File: config.mk
export PLATFORM = sky130hd
export DESIGN_NAME = grc_front
export DESIGN_NICKNAME = d
export VERILOG_FILES = /design/src/sv/grc_pkg.sv /design/src/sv/grc_front.sv
export SDC_FILE = /design/constraint.sdc
export NUM_CORES = 1
export LEC_CHECK = 0
export ABC_AREA = 1
export BUFFER_PORTS_ARGS = -buffer_cell sky130_fd_sc_hd__clkbuf_2
export CORE_MARGIN = 2
export CORE_UTILIZATION = 48
export CTS_BUF_LIST = sky130_fd_sc_hd__clkbuf_8
export CTS_CLUSTER_SIZE = 8
export DETAILED_ROUTE_END_ITERATION = 10
export GPL_TIMING_DRIVEN = 0
export PLACE_DENSITY = 0.72
export SETUP_SLACK_MARGIN = 0.02
export SYNTH_ARGS = -nofsm -noshare
export SYNTH_HDL_FRONTEND = slang
export SYNTH_SLANG_ARGS = --single-unit
File: constraint.sdc
create_clock -name clock -period 4.44 [get_ports clock]
set_clock_uncertainty 0.2 [all_clocks]
set_input_delay 0.444 -clock clock [delete_from_list [all_inputs] [get_ports clock]]
set_output_delay 0.444 -clock clock [all_outputs]
set_load 0.005 [all_outputs]
File: src/sv/grc_pkg.sv
`timescale 1ns / 1ps
`default_nettype none
// ----------------------------------------------------------------------------
// grc_pkg
// Shared types, widths and helpers for the grid ray DDA cast core.
// ----------------------------------------------------------------------------
package grc_pkg;

   localparam int MAP_DIM   = 64;
   localparam int FRAC_BITS = 16;
   localparam int DIR_FRAC  = 14;
   localparam int IDX_W     = $clog2(MAP_DIM);
   localparam int ADDR_W    = 2 * IDX_W;
   localparam int MAP_CELLS = MAP_DIM * MAP_DIM;
   localparam int CELL_W    = IDX_W + 2;
   localparam int POS_W     = 22;
   localparam int DIR_W     = 16;
   localparam int MAG_W     = 16;
   localparam int DELTA_W   = DIR_FRAC + FRAC_BITS + 1;
   localparam int SIDE_W    = DELTA_W + 8;
   localparam int NUM_W     = POS_W;
   localparam int DIV_W     = NUM_W + DIR_FRAC;
   localparam int DIST_W    = 24;
   localparam int DIST_RAW_W = FRAC_BITS + 1;
   localparam int QDEPTH    = 2;
   localparam int CSR_IDX_W = 2;

   localparam logic [DIST_W-1:0] DIST_MAX  = '1;
   localparam logic [DIV_W-1:0]  DELTA_NUM = DIV_W'(1) << (DIR_FRAC + FRAC_BITS);

   localparam logic OP_WRITE  = 1'b0;
   localparam logic OP_CAST   = 1'b1;
   localparam logic SIDE_X    = 1'b0;
   localparam logic SIDE_Y    = 1'b1;
   localparam logic STAT_OK   = 1'b0;
   localparam logic STAT_MISS = 1'b1;

   localparam logic [CSR_IDX_W-1:0] CSR_PLAYER_X = 2'd0;
   localparam logic [CSR_IDX_W-1:0] CSR_PLAYER_Y = 2'd1;

   typedef struct packed {
      logic              op;
      logic [5:0]        cell_x;
      logic [5:0]        cell_y;
      logic              cell_wall;
      logic signed [15:0] ray_dx;
      logic signed [15:0] ray_dy;
   } req_type;

   typedef struct packed {
      logic [5:0]  hit_x;
      logic [5:0]  hit_y;
      logic        hit_side;
      logic [23:0] perp_dist;
      logic [23:0] full_dist;
      logic        status;
   } rsp_type;

   // classified request as it waits between front and back
   typedef struct packed {
      logic             op;
      logic [5:0]       cell_x;
      logic [5:0]       cell_y;
      logic             cell_wall;
      logic [MAG_W-1:0] mag_x;
      logic [MAG_W-1:0] mag_y;
      logic             neg_x;
      logic             neg_y;
   } job_type;

   typedef enum logic [2:0] {
      ST_CLEAR,
      ST_IDLE,
      ST_DIVX,
      ST_DIVY,
      ST_MUL,
      ST_WALK,
      ST_PERP,
      ST_OUT
   } back_state_type;

   function automatic logic [DIST_W-1:0] sat_dist(input logic [SIDE_W-1:0] v);
      sat_dist = (v > SIDE_W'(DIST_MAX)) ? DIST_MAX : v[DIST_W-1:0];
   endfunction

endpackage
`default_nettype wire

File: src/sv/grc_front.sv
`timescale 1ns / 1ps
`default_nettype none
// ----------------------------------------------------------------------------
// grc_front
// Takes requests, classifies the ray direction and queues them for the back.
// ----------------------------------------------------------------------------
module grc_front (
   input  wire logic             clock,
   input  wire logic             reset,
   input  wire logic             req_valid,
   output logic                  req_ready,
   input  wire grc_pkg::req_type req_data,
   output logic                  job_valid,
   output grc_pkg::job_type      job,
   input  wire logic             job_pop
);
   localparam int PTR_W = $clog2(grc_pkg::QDEPTH);
   localparam int CNT_W = $clog2(grc_pkg::QDEPTH + 1);

   grc_pkg::job_type entry_ff [grc_pkg::QDEPTH];
   grc_pkg::job_type job_in;
   logic [PTR_W-1:0] wr_ptr_ff, rd_ptr_ff;
   logic [CNT_W-1:0] count_ff;
   logic             push;

   always_comb begin
      job_in.op        = req_data.op;
      job_in.cell_x    = req_data.cell_x;
      job_in.cell_y    = req_data.cell_y;
      job_in.cell_wall = req_data.cell_wall;
      job_in.neg_x     = req_data.ray_dx[grc_pkg::DIR_W-1];
      job_in.neg_y     = req_data.ray_dy[grc_pkg::DIR_W-1];
      // magnitude of -32768 still fits unsigned
      job_in.mag_x     = job_in.neg_x ? grc_pkg::MAG_W'(-req_data.ray_dx)
                                      : grc_pkg::MAG_W'(req_data.ray_dx);
      job_in.mag_y     = job_in.neg_y ? grc_pkg::MAG_W'(-req_data.ray_dy)
                                      : grc_pkg::MAG_W'(req_data.ray_dy);
   end

   assign req_ready = count_ff != CNT_W'(grc_pkg::QDEPTH);
   assign push      = req_valid && req_ready;
   assign job_valid = count_ff != '0;
   assign job       = entry_ff[rd_ptr_ff];

   always_ff @(posedge clock) begin
      if (reset) begin
         wr_ptr_ff <= '0;
         rd_ptr_ff <= '0;
         count_ff  <= '0;
      end else begin
         if (push) begin
            wr_ptr_ff <= (wr_ptr_ff == PTR_W'(grc_pkg::QDEPTH - 1)) ? '0 : wr_ptr_ff + 1'b1;
         end
         if (job_pop) begin
            rd_ptr_ff <= (rd_ptr_ff == PTR_W'(grc_pkg::QDEPTH - 1)) ? '0 : rd_ptr_ff + 1'b1;
         end
         count_ff <= count_ff + CNT_W'(push) - CNT_W'(job_pop);
      end
   end

   always_ff @(posedge clock) begin
      if (push) begin
         entry_ff[wr_ptr_ff] <= job_in;
      end
   end

`ifndef SYNTHESIS
   a_pop_nonempty: assert property (@(posedge clock) disable iff (reset)
      job_pop |-> count_ff != '0)
      else $error("queue popped while empty");

   a_count_range: assert property (@(posedge clock) disable iff (reset)
      count_ff <= CNT_W'(grc_pkg::QDEPTH))
      else $error("queue count out of range");

   a_push_room: assert property (@(posedge clock) disable iff (reset)
      push |-> count_ff != CNT_W'(grc_pkg::QDEPTH))
      else $error("queue pushed while full");
`endif

endmodule
`default_nettype wire

==> run metrics, run 1 <==
status=complete, no violations; Seq cells post-synth=roughly 100; largest family of logic cells by synthesized area=simple AND/OR/NAND/NOR gates; Synth Area in Compound Gates=1.25%; count leader, synth=edfxtp_1; clk root buf=clkbuf_8; DR vias=2968; Mapped Cells=363; Detailed Place HPWL=6080 um; I/O Pins=100; CTS tree=done; largest net degree at the start of global routing=27; mapped cell area=approximately 0.0046 sq mm; Async SR Flop Fraction=0%; worst-case reg-to-reg path depth=5; Hold Path Stages=1; Setup TNS Final=0 ps; Sequential Area=0.00298 sq mm; slew margin rel.=47.3%; WHS Endpoint=entry_ff[0][41]$_DFFE_PP_; worst hold path type=in2reg; top post-synthesis cells by area=edfxtp_1 62%, mux2_2 6.8%, mux2_4 6.5%; Comb power frac=between 10% and 20%; number of global-route vias before repair=2830; gr usage total=16.2%; Pint=1.61 mW; Synth area leader=edfxtp_1; final hold violation count=0; total CTS buffers=9; Hold Slack=77.7 ps; Hold Buf Count CTS=0; Leak=2.34 nW; First-pass DRT Iterations=4; switching component of the power=524 uW; synth cell count leaders=96 x edfxtp_1, 79 x nand2_1, 35 x nor2_1; post-synthesis simple-gate area fraction=13.5%; Post-DRT Antenna Nets=0; fin area=0.00552 sq mm; post-place instance area=0.00533 sq mm; Ant. Diodes=0; Layout Cells excl Fill=609; Tcrit/Tclk final=48.9%; WP data arrival=between 1500 and 2000 ps; gpl congestion=about 0.85; sequential share of power=55.5%; post-CTS setup buffers=0; Max FO, Critical Path=10; Synth Area in XOR/XNOR=roughly 2.5%; clk buf depth=2; syn nets=416; R2R Path Start=count_ff[0]$_SDFF_PP0_; Filler Cells Inserted=773; mux share of post-synthesis cell area=13.3%; R2R setup slack=2330 ps; post-synth cell types=22; Site Rows=35; Initial Utilization=between 40% and 50%; Post-synth EDFFs=96; Switching Fraction=approximately 25%; Worst-path clk slew=90 ps; DP Cell Count=slightly below 600; layout cells sized above 1=38.3%; Die Wd=102 um; post-layout net count=between 500 and 600; port buffer count=99; clock share of power=25.8%; min Tclk post-route=2170 ps; maxcap violations=0; DR WL/cell=13.5 um; Congestion Overflow GR=0; Synth top area share=62.4%; CP endpoint kind=output port; Worst Setup Path Type=reg2out; Max Clk Rate=between 0.4 and 0.5 GHz; RSZ-0062 raised after global routing=false; Via density=4.87; hold_sp=req_data[39]; first-pass GRT wire length=around 13000 um; Clock H-tree levels=3; sequential share of the synthesized area=64.6%; Core ar.=0.00928 sq mm; ys flop type=edfxtp_1; Critical R2R Capture=entry_ff[0][39]$_DFFE_PP_; WL final=8230 um; Pwr per Cell Area=386 mW/mm^2; initial antenna violation count=0; adder-cell area share of the yosys netlist=less than 1%; post_cts resized=0; synthesized area per cell=12.7 sq um; worst skew pair latency=roughly 350 ps; Area Growth Syn to Fin=19.6%; Power Total=2.13 mW; Die Ht=102 um; DIE AREA=0.0104 sq mm; Tightest Pin Transition=788 ps; Pins Over Slew Limit=0; final-report setup violation count=0; CP Data Required Time=about 3800 ps; Multi-input gate area=0.00147 sq mm; Max VDD drop=140 uV; Yosys Warn Count=0; DRC=0; Sink Count=101; initial drt markers=90; CP Launch Type=register
-- worst max-delay path: stages (launching register included) --
cell      delay (ps)
dfxtp_1          360
buf_6            180
buf_6            200
mux2_4           320
clkbuf_2         120
-- worst max-delay path by stage --
| stage | from | endpoint | cells after the start |
|---|---|---|---|
| 2_1_floorplan | count_ff[0]$_SDFF_PP0_ | entry_ff[1][0]$_DFFE_PP_ | 4 |
| 3_3_place_gp | req_valid | entry_ff[1][41]$_DFFE_PP_ | 3 |
| 3_5_place_dp | req_valid | entry_ff[0][44]$_DFFE_PP_ | 4 |
| 4_1_cts | register | job[25] | 4 |
| 5_1_grt | register | job[25] | 4 |
| 6_report | register | job[25] | 4 |
-- registers in the layout (all words and copies together), names as in the netlist, named ones only --
name and cells:
entry_ff 96, count_ff 2, rd_ptr_ff 1, wr_ptr_ff 1
-- layout make-up --
type | instances | area share (%)
clock buffers | 9 | 2.24
repair buffers | 101 | 9.70
inverters | 31 | 2.11
flip-flops and latches | 101 | 54.0
clock inverters | 7 | 1.22
well taps | 129 | 2.92
plain buffers | 9 | 1.25
multi-input cells | 222 | 26.5
-- stage by stage --
stage          utilization (%)  setup WS (ps)
2_1_floorplan                -           1180
3_3_place_gp              56.8          -19.2
3_5_place_dp              57.4           2250
4_1_cts                   59.5           2220
5_1_grt                   59.5           2180
6_report                  59.5           2270
-- layer usage --
layer  track usage [%]  up-vias  wire [um]
met5                 0        -          0
met3              2.74       15        390
met1              19.1     1388       3470
li1                  -     1480          -
met4              7.38        0        161
met2              28.9       85       4220
-- cell families after synthesis --
family,Yosys count
AND/OR/NAND/NOR,148
flip-flops,101
multiplexers,48
buffers and inverters,40
XOR/XNOR,13
AO/OA/AOI/OAI,10
adder cells (fa/ha/maj),3
-- power by group through the flow --
stage	clock, mW	sequential, mW	combinational (mW)
after floorplan	0	1.21	0.237
after global placement	0	1.21	0.378
after detailed placement	0	1.21	0.405
after CTS	0.574	1.19	0.406
after global routing	0.604	1.19	0.442
final	0.550	1.18	0.398
-- cells in the final DEF, fill, tap and decap left out, types with 2 or more instances in the layout --
| master | synthesis | layout |
|---|---|---|
| ha_1 | 3 | 3 |
| nand4_1 | 4 | 4 |
| buf_12 | 0 | 2 |
| inv_1 | 31 | 32 |
| nand3b_1 | 3 | 3 |
| buf_2 | 4 | 4 |
| mux2_4 | 20 | 20 |
| o21ai_0 | 8 | 8 |
| nand3_1 | 19 | 19 |
| nor2_1 | 35 | 33 |
| xor2_1 | 4 | 4 |
| dfxtp_1 | 5 | 5 |
| nand2_1 | 79 | 79 |
| clkbuf_2 | 0 | 99 |
| nand2_2 | 4 | 4 |
| clkinv_4 | 0 | 2 |
| clkbuf_8 | 0 | 9 |
| edfxtp_1 | 96 | 96 |
| xnor2_1 | 9 | 9 |
| buf_4 | 2 | 2 |
| nor2_2 | 2 | 2 |
| nor2_4 | 1 | 3 |
| mux2_2 | 28 | 28 |
| o21ai_2 | 2 | 2 |
| buf_6 | 3 | 3 |
(Power assumes the default switching activity.)
==> inputs of run 2 (changes only) <==
==> constraint.sdc (replaced) <==
create_clock -name clock -period 2.2 [get_ports clock]
set_clock_uncertainty 0.2 [all_clocks]
set_input_delay 0.22 -clock clock [delete_from_list [all_inputs] [get_ports clock]]
set_output_delay 0.22 -clock clock [all_outputs]
set_load 0.005 [all_outputs]
==> run 2 against run 1 <==
  * Register-to-register slack worse by 2200 ps
  * Clock power increased by 98%
  * First-iteration DRC count did not move
  * Utilization rose by 2.0 points
  * Final cell count rose by 3.3%
  * Sequential power increased by 100%
  * Wire length up 4.5%
  * Combinational power increased by 110%
  * Power rose by 100%
  * Die area unchanged
  * Via count is 3.2% higher
  * Worst setup slack got worse by 2100 ps
  * Largest cell class unchanged
==> run metrics, run 2 (synthesis gave the netlist of run 1 again) <==
status=complete, no violations; WL met2=about 4600 um; total CTS buffers=9; gpl congestion=0.857; Setup TNS Final=0 ps; Pins Over Slew Limit=0; number of global-route vias before repair=2944; CP Launch Type=register; most common cell after layout, fill and taps aside=clkbuf_2; post-place instance area=0.00533 sq mm; Layout Cells excl Fill=629; CP Data Required Time=2050 ps; top routing layer in use=met4; Leak=2.42 nW; Power Total=4.31 mW; DIE AREA=around 0.010 sq mm; crit path from=count_ff[0]$_SDFF_PP0_; Clock H-tree levels=3; Hold Path Stages=3; Die Ht=102 um; First-pass DRT Iterations=4; I/O Pins=100; Congestion Overflow GR=0; initial antenna violation count=0; gr usage total=between 15 and 20%; DR WL/cell=around 14 um; Worst-path clk slew=100 ps; wire length on met1=between 3000 and 4000 um; first-pass GRT wire length=roughly 13000 um; max reg flops=96; post-CTS setup buffers=0; Die Wd=102 um; commonest cells after routing, fill and taps aside=99 x clkbuf_2, 96 x edfxtp_1, 79 x nand2_1; slew margin rel.=54.5%; largest net degree at the start of global routing=29; worst-case reg-to-reg path depth=5; WP data arrival=between 1500 and 2000 ps; DR vias=3062; DP Cell Count=593; Max FO, Critical Path=28; RSZ-0062 raised after global routing=true; fin area=0.00571 sq mm; initial drt markers=90; Tcrit/Tclk final=92.4%; Ant. Diodes=0; Post-DRT Antenna Nets=0; clk buf depth=2; Area Growth Syn to Fin=23.7%; final-report setup violation count=0; R2R setup slack=170 ps; Pwr per Cell Area=roughly 750 mW/mm^2; Core ar.=0.00928 sq mm; hold_sp=req_data[18]; Max VDD drop=368 uV; port buffer count=99; DRC=0; Top reg by flops=entry_ff; min Tclk post-route=roughly 2000 ps; WHS Endpoint=entry_ff[0][20]$_DFFE_PP_; Regs by FF count=entry_ff (96), count_ff (2); worst skew pair latency=350 ps; Site Rows=35; Tightest Pin Transition=681 ps; Worst Setup Path Type=reg2reg; CP endpoint kind=register; Core Util, Final=around three fifths; final hold violation count=0; maxcap violations=0; clk root buf=clkbuf_8; Initial Utilization=about 50%; worst hold path type=in2reg; post-layout net count=548; Max Clk Rate=a little under 0.5 GHz; R2R Path Start=count_ff[0]$_SDFF_PP0_; layout cells sized above 1=approximately 37%; Detailed Place HPWL=between 6000 and 7000 um; Via density=~5; CTS tree=done; Critical R2R Capture=entry_ff[1][3]$_DFFE_PP_; met3 WL=340 um; WL final=8610 um; Sink Count=101
## run 2: critical path: stages, from the launching register on
cell	delay, ps
dfxtp_1	370
inv_1	50
nand2_1	70
nand2_1	170
nor2_4	580
buf_12	280
## run 2: final cells by class
type                            count  area (sq um)
Buffer                              9          68.8
Clock buffer                        9           124
Clock inverter                      7          56.3
Fill cell                         751          3570
Inverter                           31           116
Multi-Input combinational cell    222          1470
Sequential cell                   101          2980
Tap cell                          129           161
Timing Repair Buffer              121           736
## run 2: worst max-delay path by stage
stage                                      endpoint  slack [ps]  cells past startpoint
after floorplan            entry_ff[1][0]$_DFFE_PP_        -260                      4
after global placement    entry_ff[1][42]$_DFFE_PP_        -950                      4
after detailed placement  entry_ff[1][46]$_DFFE_PP_         140                      5
after CTS                  entry_ff[1][7]$_DFFE_PP_         140                      5
after global routing       entry_ff[1][3]$_DFFE_PP_          20                      5
final                      entry_ff[1][3]$_DFFE_PP_         170                      5
## run 2: stage by stage
step | setup WS, ps | hold slack (ps)
final | 168 | 21.3
after CTS | 139 | 8.11
after floorplan | -263 | 91.2
after global routing | 17.3 | 21.2
after global placement | -953 | 210
after detailed placement | 142 | 214
## run 2: metal layers
| layer | up-vias | GRT usage, % |
|---|---|---|
| met1 | 1457 | 20.1 |
| li1 | 1517 | - |
| met5 | - | 0 |
| met2 | 78 | 31.1 |
| met3 | 10 | 3.08 |
| met4 | 0 | 5.44 |
## run 2: power by group
group / switching, mW / internal [mW] / leakage [nW]
sequential: 0.0506 / 2.34 / 0.938
combinational: 0.425 / 0.407 / 1.39
clock: 0.657 / 0.428 / 0.0910
## run 2: timing repair
item	in CTS	in global routing
hold buffers	20	0
hold endpoints to repair	41	0
gates resized for setup	0	0
endpoints found under the setup margin	0	4
